<file path="src/hdl/spc_pkg.sv">
// Shared types, constants and arithmetic helpers for the solar position pipeline.
`timescale 1ns / 1ps

package spc_pkg;

	// Angle format on the ports: degrees * 2^ANGLE_FRAC_BITS
	localparam int ANGLE_FRAC_BITS   = 10;
	localparam int CORDIC_STAGES_DEF = 16;
	localparam int ATAN_TABLE_LEN    = 24;

	// Internal angle format: degrees * 2^IFRAC
	localparam int IFRAC   = 20;
	localparam int ANG_W   = 32;
	localparam int TRIG_W  = 32;   // Q30 sine/cosine
	localparam int VAL_W   = 34;   // Q30 sums and CORDIC datapath
	localparam int S_W     = 32;   // clamped sine of elevation
	localparam int PROD_W  = 64;
	localparam int ISQ_W   = 63;
	localparam int ISQ_STAGES = 31;
	localparam int ROOT_W  = 31;
	localparam int SQ_W    = 62;

	localparam int LAT_W = 18;
	localparam int LON_W = 19;
	localparam int EL_W  = 18;
	localparam int AZ_W  = 19;

	localparam int CFG_INDEX_W = 4;
	localparam int CFG_DATA_W  = 19;

	localparam logic [CFG_INDEX_W-1:0] REG_SITE_LATITUDE  = 4'd0;
	localparam logic [CFG_INDEX_W-1:0] REG_SITE_LONGITUDE = 4'd1;

	typedef logic signed [ANG_W-1:0]  angle_t;
	typedef logic signed [TRIG_W-1:0] trig_t;
	typedef logic signed [VAL_W-1:0]  val_t;
	typedef logic signed [PROD_W-1:0] prod_t;

	localparam angle_t DEG90  = 32'sd94371840;
	localparam angle_t DEG180 = 32'sd188743680;
	localparam angle_t DEG360 = 32'sd377487360;

	localparam val_t CORDIC_GAIN = 34'sd652032874;
	localparam val_t ONE_Q30     = 34'sd1073741824;

	localparam prod_t EL_LIMIT = prod_t'(90) <<< ANGLE_FRAC_BITS;
	localparam prod_t AZ_FULL  = prod_t'(360) <<< ANGLE_FRAC_BITS;

	typedef struct packed {
		logic [8:0]  day_of_year;
		logic [10:0] minute_of_day;
	} sample_t;

	typedef struct packed {
		logic signed [EL_W-1:0] sun_elevation;
		logic [AZ_W-1:0]        sun_azimuth;
	} result_t;

	// atan(2^-i) in degrees * 2^20
	localparam angle_t ATAN_DEG [ATAN_TABLE_LEN] = '{
		32'sd47185920, 32'sd27855475, 32'sd14718068, 32'sd7471121,
		32'sd3750058,  32'sd1876857,  32'sd938658,   32'sd469357,
		32'sd234682,   32'sd117342,   32'sd58671,    32'sd29335,
		32'sd14668,    32'sd7334,     32'sd3667,     32'sd1833,
		32'sd917,      32'sd458,      32'sd229,      32'sd115,
		32'sd57,       32'sd29,       32'sd14,       32'sd7
	};

	// Bring an angle into [-180, 180); inputs stay within three turns
	function automatic angle_t wrap180(input angle_t v);
		angle_t r;
		r = v;
		for (int i = 0; i < 3; i++) begin
			if (r >= DEG180)
				r = r - DEG360;
			else if (r < -DEG180)
				r = r + DEG360;
		end
		return r;
	endfunction

	// v / 2^sh rounded half away from zero
	function automatic prod_t round_away(input prod_t v, input int sh);
		prod_t half;
		prod_t r;
		half = '0;
		half[sh-1] = 1'b1;
		if (!v[PROD_W-1])
			r = (v + half) >>> sh;
		else
			r = -((-v + half) >>> sh);
		return r;
	endfunction

endpackage

</file>
<file path="src/hdl/spc_delay.sv">
// Enabled shift line that aligns side data with a pipelined unit.
`timescale 1ns / 1ps

module spc_delay import spc_pkg::*; #(
	parameter int W     = 32,
	parameter int DEPTH = 2
) (
	input  logic         clk,
	input  logic         en,
	input  logic [W-1:0] din,
	output logic [W-1:0] dout
);

	logic [W-1:0] d_s [DEPTH];

	always_ff @(posedge clk) begin
		if (en) begin
			d_s[0] <= din;
			for (int i = 1; i < DEPTH; i++)
				d_s[i] <= d_s[i-1];
		end
	end

	assign dout = d_s[DEPTH-1];

endmodule

</file>
<file path="config.mk">
export PLATFORM = sky130hd
export DESIGN_NAME = spc_delay
export DESIGN_NICKNAME = d
export VERILOG_FILES = /design/src/hdl/spc_pkg.sv /design/src/hdl/spc_delay.sv
export SDC_FILE = /design/constraint.sdc
export NUM_CORES = 1
export LEC_CHECK = 0
export ABC_AREA = 1
export BUFFER_PORTS_ARGS = -buffer_cell sky130_fd_sc_hd__clkbuf_2
export CAP_MARGIN = 10
export CORE_ASPECT_RATIO = 1.2
export CORE_MARGIN = 2
export CORE_UTILIZATION = 53
export DETAILED_ROUTE_END_ITERATION = 10
export PLACE_DENSITY = 0.92
export SETUP_SLACK_MARGIN = 0.4
export SLEW_MARGIN = 10
export SYNTH_ARGS = -nofsm -noshare
export SYNTH_HDL_FRONTEND = slang
export SYNTH_SLANG_ARGS = --single-unit
</file>
<file path="constraint.sdc">
create_clock -name clk -period 1.3 [get_ports clk]
set_clock_uncertainty 0.15 [all_clocks]
set_input_delay 0.13 -clock clk [delete_from_list [all_inputs] [get_ports clk]]
set_output_delay 0.13 -clock clk [all_outputs]
set_load 0.05 [all_outputs]
</file>
==> flow_metrics.tcl <==
set metrics [dict create \
    drt_wl_total_um 4122 \
    cts_tree "done" \
    fmax_mhz 801.4 \
    die_h_um 73.97 \
    start_util 0.5486 \
    largest_reg_flops 64 \
    wl_per_cell_um 17.69 \
    grt_use_total 0.1812 \
    io_pins 66 \
    htreeDepth 3 \
    grt_pass1_vias 1123 \
    drive_gt1_frac 0.4581 \
    fin_nets 208 \
    crit_chain "buf_8" \
    peakVddDrop_v 0.001204 \
    port_buffers 65 \
    antenna_cells 0 \
    multi_input_area_um2 0 \
    placedCellCount 185 \
    drc 0 \
    grt_pass1_wl_um 5623 \
    crit_buf_inv 1 \
    post_drt_via_cell_ratio 4.476 \
    crit_path_start_kind "register" \
    cp.required_ps 1020 \
    yosysUniqueCellTypes 2 \
    worst_setup_path_end_kind "output port" \
    fin_cells 233 \
    dr.pass1.iters 4 \
    overflow 0 \
    hold_class "in2reg" \
    finalSetupViolCount 0 \
    status "finished clean" \
    ys_ff_latch 64 \
    synthTopCellsByArea "edfxtp_1, buf_4" \
    setup_tns_ps 0 \
    vias 1043 \
    synthCells 96 \
    place_worst_setup_slack_ps 256.9 \
    place_congestion 0.6714 \
    synth_area_um2 2162 \
    clk_latency_ps 330 \
    setup_ws_ps 52.20 \
    ant_nets 0 \
    syn_avg_cell_area_um2 22.52 \
    drtIter0Drc 40 \
    crit_type "reg2out" \
    final_hold_viol_count 0 \
    die_area_um2 4608 \
    die_x_um 62.31 \
    clkSinkCount 64 \
    power_leakage_nw 1.266 \
    antenna_found_initial 0 \
    tightest_slew_ps 221.7 \
    ys_seq_area_frac 0.8889 \
    clock_path_buffers 2 \
    arrival_ps 970 \
    rows 25 \
    core-area_um2 3941 \
    area_growth_pct 48.44 \
    finalCriticalPeriod_ps 1248 \
    fillers 184 \
    cts_buffers 9 \
    drv_cap 0 \
    rsz0062_at_grt "true" \
    largest-register "d_s" \
    cpPeakStageDelay_ps 450 \
    cpLargestDelayFamily "flip-flops" \
    power_density_nw_per_um2 1592 \
    top_regs "d_s x64" \
    slew_headroom 0.8522 \
    clk_pin_slew_worst_paths_ps 70 \
    grt_max_degree 32 \
    comb.multi_input.count 0 \
    critPathSlowestCell "edfxtp_1" \
    synth_top_area_share 0.8889 \
    synth_nets 130 \
    yosysWarningCount 0 \
    yosysTopAreaCell "edfxtp_1" \
    whs_ps 30.25 \
    maxSlewViolCount 0 \
    root_buffer "clkbuf_8" \
    period_share 0.9598 \
    cp_max_fo 1 \
]
-- synthesized netlist by cell type, drive strengths merged --
cell type / count
edfxtp: 64
buf: 32
-- path summary, 6_finish.rpt --
| check | startpoint | end | slack (ps) | depth (start not counted) |
|---|---|---|---|---|
| max | d_s[0][43]$_DFFE_PP_ | dout[11] | 50 | 1 |
| max reg2reg | d_s[0][16]$_DFFE_PP_ | d_s[0][48]$_DFFE_PP_ | 480 | 0 |
| min reg2reg | d_s[0][19]$_DFFE_PP_ | d_s[0][51]$_DFFE_PP_ | 270 | 0 |
| min | en | d_s[0][62]$_DFFE_PP_ | 30 | 1 |
-- metal layers --
layer	vias to the layer above	routed length (µm)	share of wire	GRT usage
li1	480	-	-	-
met1	509	1235	0.30	0.1548
met2	42	2615	0.63	0.3563
met3	12	164	0.040	0.04539
met4	0	106	0.026	0.1481
met5	-	0	0	0
-- layout make-up --
type | count | area (µm²) | share of cell area
sequential | 64 | 1922 | 0.5988
tap | 54 | 67.56 | 0.02105
clock buffer | 10 | 127.6 | 0.03977
timing repair buffer | 99 | 984.7 | 0.3068
clock inverter | 6 | 107.6 | 0.03353
-- layout by cell type (no fill, tap or decap) --
master         Yosys  layout
buf_12             0       2
buf_8              0      15
bufinv_16          0       3
clkbuf_1           0       1
clkbuf_2           0      33
clkbuf_8           0      26
clkinv_2           0       2
clkinvlp_4         0       1
dlygate4sd3_1      0      32
edfxtp_1          64      64
-- where the power goes --
part	internal (mW)	switching [mW]
registers	2.45	0.0654
clock network	1.27	0.729
logic	0.262	0.335
total	3.98	1.13
-- metrics by stage --
step                area (µm²)    util  power [mW]
finish                    3209  0.8143       5.109
global route              3209  0.8143       5.246
CTS                       3191  0.8095       5.066
detailed placement        2355  0.5975       2.930
global placement          2355  0.5975       2.910
floorplan                 2162       -       2.846
-- kinds of logic after synthesis --
logic type / Yosys count / share of synthesized area
flip-flops: 64 / 0.8889
buffers and inverters: 32 / 0.1111
-- timing repair --
item,4_1_cts,5_1_grt
setup endpoints to repair,32,32
hold endpoints to repair,32,0
pin swaps,0,0
hold buffers,32,0
setup buffers,0,0
gates resized for setup,64,15
Power figures use the tool's default switching activity.
