## src/hdl/spc_pkg.sv

```systemverilog
// Shared types, constants and arithmetic helpers for the solar position pipeline.
`timescale 1ns / 1ps

package spc_pkg;

	// Angle format on the ports: degrees * 2^ANGLE_FRAC_BITS
	localparam int ANGLE_FRAC_BITS   = 10;
	localparam int CORDIC_STAGES_DEF = 16;
	localparam int ATAN_TABLE_LEN    = 24;

	// Internal angle format: degrees * 2^IFRAC
	localparam int IFRAC   = 20;
	localparam int ANG_W   = 32;
	localparam int TRIG_W  = 32;   // Q30 sine/cosine
	localparam int VAL_W   = 34;   // Q30 sums and CORDIC datapath
	localparam int S_W     = 32;   // clamped sine of elevation
	localparam int PROD_W  = 64;
	localparam int ISQ_W   = 63;
	localparam int ISQ_STAGES = 31;
	localparam int ROOT_W  = 31;
	localparam int SQ_W    = 62;

	localparam int LAT_W = 18;
	localparam int LON_W = 19;
	localparam int EL_W  = 18;
	localparam int AZ_W  = 19;

	localparam int CFG_INDEX_W = 4;
	localparam int CFG_DATA_W  = 19;

	localparam logic [CFG_INDEX_W-1:0] REG_SITE_LATITUDE  = 4'd0;
	localparam logic [CFG_INDEX_W-1:0] REG_SITE_LONGITUDE = 4'd1;

	typedef logic signed [ANG_W-1:0]  angle_t;
	typedef logic signed [TRIG_W-1:0] trig_t;
	typedef logic signed [VAL_W-1:0]  val_t;
	typedef logic signed [PROD_W-1:0] prod_t;

	localparam angle_t DEG90  = 32'sd94371840;
	localparam angle_t DEG180 = 32'sd188743680;
	localparam angle_t DEG360 = 32'sd377487360;

	localparam val_t CORDIC_GAIN = 34'sd652032874;
	localparam val_t ONE_Q30     = 34'sd1073741824;

	localparam prod_t EL_LIMIT = prod_t'(90) <<< ANGLE_FRAC_BITS;
	localparam prod_t AZ_FULL  = prod_t'(360) <<< ANGLE_FRAC_BITS;

	typedef struct packed {
		logic [8:0]  day_of_year;
		logic [10:0] minute_of_day;
	} sample_t;

	typedef struct packed {
		logic signed [EL_W-1:0] sun_elevation;
		logic [AZ_W-1:0]        sun_azimuth;
	} result_t;

	// atan(2^-i) in degrees * 2^20
	localparam angle_t ATAN_DEG [ATAN_TABLE_LEN] = '{
		32'sd47185920, 32'sd27855475, 32'sd14718068, 32'sd7471121,
		32'sd3750058,  32'sd1876857,  32'sd938658,   32'sd469357,
		32'sd234682,   32'sd117342,   32'sd58671,    32'sd29335,
		32'sd14668,    32'sd7334,     32'sd3667,     32'sd1833,
		32'sd917,      32'sd458,      32'sd229,      32'sd115,
		32'sd57,       32'sd29,       32'sd14,       32'sd7
	};

	// Bring an angle into [-180, 180); inputs stay within three turns
	function automatic angle_t wrap180(input angle_t v);
		angle_t r;
		r = v;
		for (int i = 0; i < 3; i++) begin
			if (r >= DEG180)
				r = r - DEG360;
			else if (r < -DEG180)
				r = r + DEG360;
		end
		return r;
	endfunction

	// v / 2^sh rounded half away from zero
	function automatic prod_t round_away(input prod_t v, input int sh);
		prod_t half;
		prod_t r;
		half = '0;
		half[sh-1] = 1'b1;
		if (!v[PROD_W-1])
			r = (v + half) >>> sh;
		else
			r = -((-v + half) >>> sh);
		return r;
	endfunction

endpackage

```

## src/hdl/spc_isqrt.sv

```systemverilog
// Pipelined integer square root, one result bit per stage.
`timescale 1ns / 1ps

module spc_isqrt import spc_pkg::*; (
	input  logic              clk,
	input  logic              en,
	input  logic [ISQ_W-1:0]  radicand,
	output logic [ROOT_W-1:0] root
);

	logic [ISQ_W-1:0]  rem_s  [ISQ_STAGES+1];
	logic [ROOT_W-1:0] root_s [ISQ_STAGES+1];

	assign rem_s[0]  = radicand;
	assign root_s[0] = '0;

	for (genvar j = 0; j < ISQ_STAGES; j++) begin : g_bit
		localparam int K = ISQ_STAGES - 1 - j;
		logic [ISQ_W-1:0] trial;
		// (r + 2^k)^2 - r^2
		assign trial = (ISQ_W'(root_s[j]) << (K + 1)) + (ISQ_W'(1) << (2 * K));
		always_ff @(posedge clk) begin
			if (en) begin
				if (rem_s[j] >= trial) begin
					rem_s[j+1]  <= rem_s[j] - trial;
					root_s[j+1] <= root_s[j] | (ROOT_W'(1) << K);
				end else begin
					rem_s[j+1]  <= rem_s[j];
					root_s[j+1] <= root_s[j];
				end
			end
		end
	end

	assign root = root_s[ISQ_STAGES];

endmodule

```

## config.mk

```make
export PLATFORM = sky130hd
export DESIGN_NAME = spc_isqrt
export DESIGN_NICKNAME = d
export VERILOG_FILES = /design/src/hdl/spc_pkg.sv /design/src/hdl/spc_isqrt.sv
export SDC_FILE = /design/constraint.sdc
export NUM_CORES = 2
export LEC_CHECK = 0
export BUFFER_PORTS_ARGS = -buffer_cell sky130_fd_sc_hd__buf_2
export CAP_MARGIN = 20
export CORE_ASPECT_RATIO = 0.7
export CORE_MARGIN = 5
export CORE_UTILIZATION = 31
export CTS_CLUSTER_DIAMETER = 100
export DETAILED_ROUTE_END_ITERATION = 10
export GPL_TIMING_DRIVEN = 0
export PLACE_DENSITY = 0.51
export SYNTH_ARGS = -nofsm -noshare
export SYNTH_HDL_FRONTEND = slang
export SYNTH_SLANG_ARGS = --single-unit
```

## constraint.sdc

```tcl
create_clock -name clk -period 3.3 [get_ports clk]
set_input_delay 0.66 -clock clk [delete_from_list [all_inputs] [get_ports clk]]
set_output_delay 0.66 -clock clk [all_outputs]
set_load 0.01 [all_outputs]
```

==> out/results.md <==
| Result | Reported |
|:---|:---|
| I/O pin count | 96 |
| Setup repair after global routing missed its margin | true |
| Most common cell after layout, fill and taps aside | edfxtp_1 |
| Relative area change from synthesis to final layout | 26.5% |
| Post-synthesis net count | 9749 |
| Core area | 0.370 mm² |
| Pin count of the biggest net entering global routing | 195 |
| Average wire per standard cell | 22.5 µm |
| Clock tree sinks | 2386 |
| Combinational fraction of design power | 25.3% |
| Predominant post-synthesis flop cell | edfxtp_1 |
| Sequential share of power | 43.8% |
| Number of endpoints failing setup at the final stage | 289 |
| Startpoint of the lowest-slack register-to-register path | rem_s[463] |
| Actual transition at the worst max-transition pin | 1.29 ns |
| Worst Path Required | 3.85 ns |
| Switching power of the nets | 30.3 mW |
| Iteration count of the initial detailed-routing pass | 6 |
| Switching part of the total | 31.5% |
| Drc violations | 0 |
| Proportion of register bits with asynchronous set or reset after synthesis | 0% |
| Achievable frequency | 0.268 GHz |
| Cell count after placement | 14193 |
| H-tree Lvls | 5 |
| Sum of routed wire length over all layers | 342000 µm |
| FF/Latch Area | 0.0716 mm² |
| Number of cell rows | 187 |
| Global-route wire length before repair | 497000 µm |
| Internal power consumption | 65.9 mW |
| Critical path start-end classification | register to register |
| Power density over cell area | 662 mW/mm² |
| Sum of negative setup slack | -51.98 ns |
| Peak VDD IR | 0.366 mV |
| Min-delay worst type | input pin to register |
| Worst Hold Margin | 0.0956 ns |
| Kind of launch point of the worst setup path | register |
| Filler-free cell count of the finished design | 15188 |
| Worst max-slew margin expressed relative to the limit | 13.6% |
| Number of pins exceeding their max-slew limit in the final report | 0 |
| Post-layout nets | 10660 |
| Synthesis warning total | 0 |
| Critical Path, Cell by Cell | ha_2 -> nand4_1 -> or2_2 -> o21a_1 -> a211o_1 -> and3b_2 -> nor2_4 -> o211ai_1 -> clkbuf_8 -> nor4_4 -> xor2_1 |
| Die area | 0.383 mm² |
| Final hold viol count | 0 |
| Largest incremental delay on the critical path | 0.46 ns |
| Post-route standard cell area excluding fillers | 0.145 mm² |
| Clk pin slew, worst setup/hold paths | 0.07 ns |
| Worst skew pair latency | 0.91 ns |
| Die Y-Extent | 519 µm |
| Clk root buf | clkbuf_16 |
| Area of the multi-input gates | 0.0487 mm² |
| DR vias | 78731 |
| Depth of the worst register-to-register path | 11 |
| Floorplan die width | 737 µm |
| Number of buffers on the longest clock path | 4 |
| Crit path time final | 3.73 ns |
| TritonCTS clock tree | built |
| Fillers | 34271 |
| Library cell with the largest summed area after synthesis | edfxtp_1 |
| Routed Antenna Nets | 0 |
| Reg2Reg Setup Slack | -0.43 ns |
| Number of flops mapped to enable cells by yosys | 2386 |
| Post-synthesis instance area | 0.115 mm² |
| Endpoint of the worst hold path | rem_s[1950] |
| Arrival time of data at the critical path endpoint | 4.28 ns |
| Total design power | 96.2 mW |
| Sequential cell area fraction in the yosys report | 62.4% |
| Worst Setup Slack, final | -0.431 ns |
| Violations in the final reports | negative setup slack |
| Area post-placement | 0.122 mm² |
| Number of distinct library cells after synthesis | 97 |
| Number of instances in the synthesized netlist | 9159 |
| Largest cells by area after synthesis | edfxtp_1 62%, ha_1 5.7%, xnor2_1 3.2% |
| Synth Area per Inst | 12.5 µm² |
| Number of violations of the max-capacitance limit | 0 |
| Synthesis-stage register bit count | 2386 |
| Start point of the worst hold path | radicand[60] |
| Via count of the first global-routing pass | 75082 |
| Outcome | finished, violations left |
| Inserted Clock Buffers | 268 |
| R2r endpoint | rem_s[426] |
| Leakage power summed over all cells | 53.4 nW |
| Antenna violations before repair | 21 |
| Combined buffer and inverter count along the critical path | 1 |
| Pre-CTS setup slack | -1.95 ns |
| Final worst clock skew | 0.0747 ns |
| Post-route fraction of the period consumed by the critical path | 113% |
| Layout cells sized above 1 | 22.4% |
| Critical Path Slowest Stage Cell | edfxtp_1 |
| Category of cells accounting for the largest share of critical-path delay | simple AND/OR/NAND/NOR gates |
| Initial Util | 31.0% |
| Clock power frac | 30.9% |
| Number of design-rule violations left by the first detailed-router iteration | 8096 |
| Setup crit end kind | register |
| I/O Buffers | 95 |
| Average via count per standard cell | 5.18 |
| Total congestion overflow after global routing | 0 |
| Hpwl dp | 247000 µm |
| Final standard cell utilization of the core | 39.3% |
| Biggest fanout along the worst timing path | 6 |
| Top-area cell type share of the netlist area | 62.4% |
| Total global-route track usage | 17.0% |
| Commonest cells after routing, fill and taps aside | 2386 x edfxtp_1, 630 x inv_1, 587 x nand2_1, 442 x nor2_1, 436 x a21oi_1 |
| Instance count along the most critical hold path | 2 |
| Global placer's final weighted congestion | 0.921 |
## metal layers
layer | vias up | global-route usage [%] | wire [µm]
met4 | 0 | 3.58 | 7590
met2 | 2738 | 22.9 | 135000
li1 | 36260 | - | -
met5 | - | 0 | 0
met3 | 458 | 3.47 | 26600
met1 | 39275 | 27.4 | 173000
## worst max path at each step
stage,start,to,slack (ns),depth (start not counted)
floorplan,rem_s[669],rem_s[618],-0.05,12
global placement,en,root_s[458],-36.08,1
detailed placement,root_s[179],rem_s[314],-1.95,12
CTS,rem_s[259],rem_s[228],-0.60,12
global route,root_s[233],rem_s[426],-0.59,12
finish,rem_s[463],rem_s[426],-0.43,11
## synthesized netlist by cell type (31+ instances only)
master,instances
edfxtp_1,2386
nand2_1,665
inv_1,648
nor2_1,531
ha_1,525
a21oi_1,507
o21ai_0,474
xnor2_1,424
xor2_1,416
nor4_1,342
nor3_1,253
a21o_1,190
clkbuf_1,164
nand4_1,162
nand3_1,137
nand2b_1,112
or3_1,98
o21a_1,93
or4_1,72
mux2_2,71
nor2b_1,65
o21bai_1,57
o31ai_1,52
o211ai_1,47
a211oi_1,46
a31oi_1,46
and3_1,45
nor4b_1,44
or2_2,32
and2_1,31
## repair_timing
| action | CTS | global route |
|---|---|---|
| hold buffers | 60 | 0 |
| gates cloned | 17 | 13 |
| resized for setup | 1273 | 777 |
| hold endpoints to repair | 60 | 0 |
| endpoints found under the setup margin | 1309 | 930 |
| pin swaps | 294 | 306 |
| buffers inserted | 306 | 214 |
## registers in the layout (all words and copies together) (netlist names)
name	flops
rem_s	1890
root_s	465
root	31
## cells by family (layout without fill, tap and decap cells)
kind of cell | after synthesis | count (layout) | share of synthesized area [%]
adders and majority gates | 525 | 525 | 5.72
xor gates and xnor gates | 840 | 840 | 6.41
DFF | 2386 | 2386 | 62.4
and+or+nand+nor | 2737 | 2738 | 12.4
AOI/OAI and AO/OA | 1745 | 1746 | 9.46
muxes | 83 | 83 | 0.802
buffers and inverters | 843 | 1954 | 2.79
other | 0 | 2 | 0
## area by class of cell
type | instances | share of cell area [%]
clock buffer | 318 | 4.85
timing repair buffer | 707 | 4.51
sequential | 2386 | 49.3
clock inverter | 154 | 1.09
multi-input combinational | 5932 | 33.5
tap | 4914 | 4.23
buffer | 125 | 0.811
inverter | 650 | 1.70
antenna | 2 | 0.00344
## power groups by stage
stage	combinational, mW	sequential, mW	clock, mW
global route	26.4	42.4	31.9
CTS	21.7	41.9	30.6
floorplan	12.7	40.4	0
finish	24.3	42.1	29.7
global placement	16.0	43.3	0
detailed placement	18.2	42.3	0
No activity file was read; power rests on OpenSTA's default activity.
