--- src/hdl/spc_pkg.sv ---
// Shared types, constants and arithmetic helpers for the solar position pipeline.
`timescale 1ns / 1ps

package spc_pkg;

	// Angle format on the ports: degrees * 2^ANGLE_FRAC_BITS
	localparam int ANGLE_FRAC_BITS   = 10;
	localparam int CORDIC_STAGES_DEF = 16;
	localparam int ATAN_TABLE_LEN    = 24;

	// Internal angle format: degrees * 2^IFRAC
	localparam int IFRAC   = 20;
	localparam int ANG_W   = 32;
	localparam int TRIG_W  = 32;   // Q30 sine/cosine
	localparam int VAL_W   = 34;   // Q30 sums and CORDIC datapath
	localparam int S_W     = 32;   // clamped sine of elevation
	localparam int PROD_W  = 64;
	localparam int ISQ_W   = 63;
	localparam int ISQ_STAGES = 31;
	localparam int ROOT_W  = 31;
	localparam int SQ_W    = 62;

	localparam int LAT_W = 18;
	localparam int LON_W = 19;
	localparam int EL_W  = 18;
	localparam int AZ_W  = 19;

	localparam int CFG_INDEX_W = 4;
	localparam int CFG_DATA_W  = 19;

	localparam logic [CFG_INDEX_W-1:0] REG_SITE_LATITUDE  = 4'd0;
	localparam logic [CFG_INDEX_W-1:0] REG_SITE_LONGITUDE = 4'd1;

	typedef logic signed [ANG_W-1:0]  angle_t;
	typedef logic signed [TRIG_W-1:0] trig_t;
	typedef logic signed [VAL_W-1:0]  val_t;
	typedef logic signed [PROD_W-1:0] prod_t;

	localparam angle_t DEG90  = 32'sd94371840;
	localparam angle_t DEG180 = 32'sd188743680;
	localparam angle_t DEG360 = 32'sd377487360;

	localparam val_t CORDIC_GAIN = 34'sd652032874;
	localparam val_t ONE_Q30     = 34'sd1073741824;

	localparam prod_t EL_LIMIT = prod_t'(90) <<< ANGLE_FRAC_BITS;
	localparam prod_t AZ_FULL  = prod_t'(360) <<< ANGLE_FRAC_BITS;

	typedef struct packed {
		logic [8:0]  day_of_year;
		logic [10:0] minute_of_day;
	} sample_t;

	typedef struct packed {
		logic signed [EL_W-1:0] sun_elevation;
		logic [AZ_W-1:0]        sun_azimuth;
	} result_t;

	// atan(2^-i) in degrees * 2^20
	localparam angle_t ATAN_DEG [ATAN_TABLE_LEN] = '{
		32'sd47185920, 32'sd27855475, 32'sd14718068, 32'sd7471121,
		32'sd3750058,  32'sd1876857,  32'sd938658,   32'sd469357,
		32'sd234682,   32'sd117342,   32'sd58671,    32'sd29335,
		32'sd14668,    32'sd7334,     32'sd3667,     32'sd1833,
		32'sd917,      32'sd458,      32'sd229,      32'sd115,
		32'sd57,       32'sd29,       32'sd14,       32'sd7
	};

	// Bring an angle into [-180, 180); inputs stay within three turns
	function automatic angle_t wrap180(input angle_t v);
		angle_t r;
		r = v;
		for (int i = 0; i < 3; i++) begin
			if (r >= DEG180)
				r = r - DEG360;
			else if (r < -DEG180)
				r = r + DEG360;
		end
		return r;
	endfunction

	// v / 2^sh rounded half away from zero
	function automatic prod_t round_away(input prod_t v, input int sh);
		prod_t half;
		prod_t r;
		half = '0;
		half[sh-1] = 1'b1;
		if (!v[PROD_W-1])
			r = (v + half) >>> sh;
		else
			r = -((-v + half) >>> sh);
		return r;
	endfunction

endpackage

--- src/hdl/spc_sincos.sv ---
// Pipelined rotation CORDIC: sine and cosine of an angle in degrees * 2^20.
`timescale 1ns / 1ps

module spc_sincos import spc_pkg::*; #(
	parameter int STAGES = CORDIC_STAGES_DEF
) (
	input  logic   clk,
	input  logic   en,
	input  angle_t angle,
	output trig_t  sin_out,
	output trig_t  cos_out
);

	val_t   x_s   [STAGES+1];
	val_t   y_s   [STAGES+1];
	angle_t z_s   [STAGES+1];
	logic   neg_s [STAGES+1];
	trig_t  sin_sout;
	trig_t  cos_sout;
	angle_t zw;

	assign zw = wrap180(angle);

	// fold into [-90, 90] and remember the sign flip
	always_ff @(posedge clk) begin
		if (en) begin
			if (zw > DEG90) begin
				z_s[0]   <= zw - DEG180;
				neg_s[0] <= 1'b1;
			end else if (zw < -DEG90) begin
				z_s[0]   <= zw + DEG180;
				neg_s[0] <= 1'b1;
			end else begin
				z_s[0]   <= zw;
				neg_s[0] <= 1'b0;
			end
			x_s[0] <= CORDIC_GAIN;
			y_s[0] <= '0;
		end
	end

	for (genvar i = 0; i < STAGES; i++) begin : g_rot
		always_ff @(posedge clk) begin
			if (en) begin
				if (!z_s[i][ANG_W-1]) begin
					x_s[i+1] <= x_s[i] - (y_s[i] >>> i);
					y_s[i+1] <= y_s[i] + (x_s[i] >>> i);
					z_s[i+1] <= z_s[i] - ATAN_DEG[i];
				end else begin
					x_s[i+1] <= x_s[i] + (y_s[i] >>> i);
					y_s[i+1] <= y_s[i] - (x_s[i] >>> i);
					z_s[i+1] <= z_s[i] + ATAN_DEG[i];
				end
				neg_s[i+1] <= neg_s[i];
			end
		end
	end

	always_ff @(posedge clk) begin
		if (en) begin
			sin_sout <= neg_s[STAGES] ? TRIG_W'(-y_s[STAGES]) : TRIG_W'(y_s[STAGES]);
			cos_sout <= neg_s[STAGES] ? TRIG_W'(-x_s[STAGES]) : TRIG_W'(x_s[STAGES]);
		end
	end

	assign sin_out = sin_sout;
	assign cos_out = cos_sout;

endmodule

--- config.mk ---
export PLATFORM = sky130hd
export DESIGN_NAME = spc_sincos
export DESIGN_NICKNAME = d
export VERILOG_FILES = /design/src/hdl/spc_pkg.sv /design/src/hdl/spc_sincos.sv
export SDC_FILE = /design/constraint.sdc
export NUM_CORES = 2
export LEC_CHECK = 0
export CAP_MARGIN = 20
export CORE_UTILIZATION = 65
export CTS_CLUSTER_DIAMETER = 40
export CTS_CLUSTER_SIZE = 40
export DETAILED_ROUTE_END_ITERATION = 10
export DONT_BUFFER_PORTS = 1
export PLACE_DENSITY = 0.88
export SLEW_MARGIN = 5
export SYNTH_ARGS = -nofsm -noshare
export SYNTH_HDL_FRONTEND = slang
export SYNTH_SLANG_ARGS = --single-unit
--- constraint.sdc ---
create_clock -name clk -period 16.35 [get_ports clk]
set_clock_uncertainty 0.05 [all_clocks]
set_input_delay 3.27 -clock clk [delete_from_list [all_inputs] [get_ports clk]]
set_output_delay 3.27 -clock clk [all_outputs]
set_load 0.05 [all_outputs]
==> run_results.csv <==
group,metric,value,unit
sta,rsz0062_at_grt,"false",
clocking,clk_pin_slew,60,ps
layout,stdcell_area,135600,um^2
detailed_routing,remaining_drc_errors,20,
sta,clock.fmax,84.62,MHz
detailed_routing,wirelength,314.1,mm
floorplanning,io_pins,98,
synth,avgSynthCellArea,9.811,um^2
layout,drive_above_1_share,0.05688,
critical_path,required,16990,ps
critical_path,start_kind,"primary input",
critical_path,worstSetupPathType,"in -> reg",
clocking,cts_sinks,1553,
min_path,hold_class,"reg -> reg",
synth,ys_seq_area_frac,0.3777,
critical_path,end_kind,"flop",
placed_design,dpl.hpwl,235.6,mm
clocking,cts_tree,"done",
global_route,grt_pass1_vias,97230,
global_route,grtUsageTotal,0.3201,
detailed_routing,vias,99210,
synth,ys.flop_type,"edfxtp_1",
global_route,grt-busiest-layer,"met2",
layout,syn_to_final_growth,9.838,%
placed_design,portBuffers,0,
sta,worstMarginPinSlew,1299,ps
clocking,clock_path_buffers,4,
critical_path,critical_path.startpoint,"en",
synth,postSynth.asyncResetShare,0,
global_route,met3_usage,0.05295,
sta,tns,0,ps
status,status,"finished, violations left",
synth,synthCells,12580,
clocking,cts-root-buf,"clkbuf_16",
global_route,grt_max_degree,254,
clocking,cts_resized,0,
placed_design,gp_congestion,0.9487,
sta,final-setup-viol-count,0,
floorplanning,core,188200,um^2
sta,max-slew-margin-rel,0.1337,
detailed_routing,ant_nets,0,
floorplanning,rows,159,
clocking,insertion_delay,950,ps
synth,synth_top_area_frac,0.3777,
synth,ys_types,112,
clocking,ctsHoldBuffers,0,
global_route,grt_pass1_wl,501.2,mm
detailed_routing,dr.first_iter.drc_count,8502,
min_path,hold_path_startpoint,"z_s[0][6]",
synth,synthesis.nets,14050,
clocking,cts_buffers,278,
global_route,antenna_found_initial,4,
status,violations,"DRC",
clocking,htreeDepth,5,
synth,synth.area.top_cells,"edfxtp_1, ha_1, xnor2_1",
clocking,postCtsSetupBuffers,0,
detailed_routing,vias_per_cell,6.427,
sta,hold_violations,0,
sta,post-route-period-util,0.7228,
placed_design,placedCellCount,14960,
layout,nets,14210,
placed_design,postPlaceCellArea,126400,um^2
synth,synth_warnings,0,
global_route,grt-ovfl-total,0,
detailed_routing,wl_per_cell,20.35,um
floorplanning,start_util,0.6560,
synth,synth_edf_count,1553,
critical_path,critPathArrivalTime,12460,ps
sta,min_period,11820,ps
global_route,met1_usage,0.3842,
synth,synth_seq_cells,1553,
floorplanning,die_y,437.8,um
layout,final_cells,15440,
critical_path,cp_max_fo,231,
critical_path,reg2reg_from,"z_s[8][31]",
floorplanning,die-area,191700,um^2
detailed_routing,drt_first_pass_iters,11,
synth,synthesis.area,123500,um^2
flow_run,maxCapViolCount,0,
global_route,grt_use_met2,0.5597,
synth,synth_top_area_cell,"edfxtp_1",
sta,slew_viol_final,0,
floorplanning,chipWidth,437.8,um
Yosys cell counts (40+ instances only):
master    count
edfxtp_1   1553
ha_1       1385
xnor2_1    1307
nor2_1     1135
a21oi_1    1072
nand2_1     726
o21ai_0     613
xor2_1      557
inv_1       525
nor3_1      488
nand3_1     310
a21o_1      296
or3_1       165
nor2b_1     156
o21bai_1    147
nand2b_1    138
o21a_1      138
clkbuf_1    136
a211oi_1    131
and3_1      127
o31ai_1     126
a31oi_1     111
or2_2        92
and2_1       88
o41ai_1      82
nor4_1       81
o211ai_1     59
mux2i_1      56
a21boi_0     54
a31o_2       49
fa_1         45
nor3b_1      45
nand3b_1     40
cells by family after synthesis:
group	share of synthesized area
muxes	0.008371
buffers and inverters	0.02171
xor gates and xnor gates	0.1326
and+or+nand+nor	0.1443
DFF	0.3777
adders and majority gates	0.1477
AOI/OAI and AO/OA	0.1675
state kept, by name, summed over array words and instances (netlist names):
signal   count
neg_s       17
sin_out     32
y_s        509
x_s        482
cos_out     32
z_s        481
metal layers:
| layer | up-vias | wire length (um) |
|---|---|---|
| li1 | 47080 | - |
| met1 | 47330 | 123800 |
| met2 | 3848 | 153600 |
| met3 | 949 | 21710 |
| met4 | 4 | 14960 |
| met5 | - | 41 |
critical path, stage by stage:
cell,delay (ps)
buf_16,410
buf_16,500
buf_16,770
buf_16,660
nand2_2,70
buf_4,360
clkinv_1,100
buf_4,390
nor2_1,100
xor2_1,160
ha_1,330
a21o_1,200
a21oi_1,250
o21bai_1,100
a21oi_1,240
o21ai_0,250
a211oi_1,290
nor2_1,120
o21a_1,230
a41o_1,270
o41ai_1,580
o21ai_0,330
o41ai_1,720
o211ai_1,250
a31o_2,280
a21oi_1,170
xnor2_1,80
cell usage in the layout (no fill, tap or decap), types with 59 or more instances in the layout:
| cell | Yosys | final |
|---|---|---|
| nand2b_1 | 138 | 138 |
| or2_2 | 92 | 92 |
| nor4_1 | 81 | 81 |
| o41ai_1 | 82 | 82 |
| nand3_1 | 310 | 310 |
| and2_1 | 88 | 88 |
| ha_1 | 1385 | 1385 |
| a211oi_1 | 131 | 131 |
| a21o_1 | 296 | 296 |
| a31oi_1 | 111 | 111 |
| nor2_1 | 1135 | 1135 |
| o211ai_1 | 59 | 59 |
| o21a_1 | 138 | 138 |
| a21oi_1 | 1072 | 1072 |
| and3_1 | 127 | 127 |
| clkbuf_16 | 0 | 286 |
| nor2b_1 | 156 | 156 |
| xor2_1 | 557 | 557 |
| xnor2_1 | 1307 | 1307 |
| o31ai_1 | 126 | 126 |
| nor3_1 | 488 | 488 |
| o21ai_0 | 613 | 613 |
| edfxtp_1 | 1553 | 1553 |
| or3_1 | 165 | 165 |
| o21bai_1 | 147 | 147 |
| nand2_1 | 726 | 720 |
| inv_1 | 525 | 520 |
path summary, 6_finish.rpt:
path                                   end  slack [ps]  cells past startpoint
worst min register to register   z_s[1][6]         360                      0
worst max register to register  y_s[9][33]        9270                     22
worst max-delay path            x_s[4][32]        4530                     27
worst min-delay path             z_s[1][6]         360                      0
through the flow:
stage / hold slack (ps) / utilization / worst slack [ps]
2_1_floorplan: 350.3 / - / 6664
3_3_place_gp: 353.5 / 0.6716 / 4344
3_5_place_dp: 355.4 / 0.6718 / 3935
4_1_cts: 356.3 / 0.7202 / 4880
5_1_grt: 367.3 / 0.7205 / 3990
6_report: 357.2 / 0.7205 / 4533
final cells by class:
class / instances / area, um^2
Antenna cell: 2 / 5.005
Clock buffer: 310 / 7247
Clock inverter: 166 / 1854
Fill cell: 13020 / 52600
Inverter: 534 / 2004
Multi-Input combinational cell: 10320 / 74160
Sequential cell: 1553 / 46630
Tap cell: 2495 / 3122
Timing Repair Buffer: 54 / 578.1
Power is left out: the tool's default activity adds up to more than one toggle a clock period on the data nets, which glitch-free logic cannot reach.
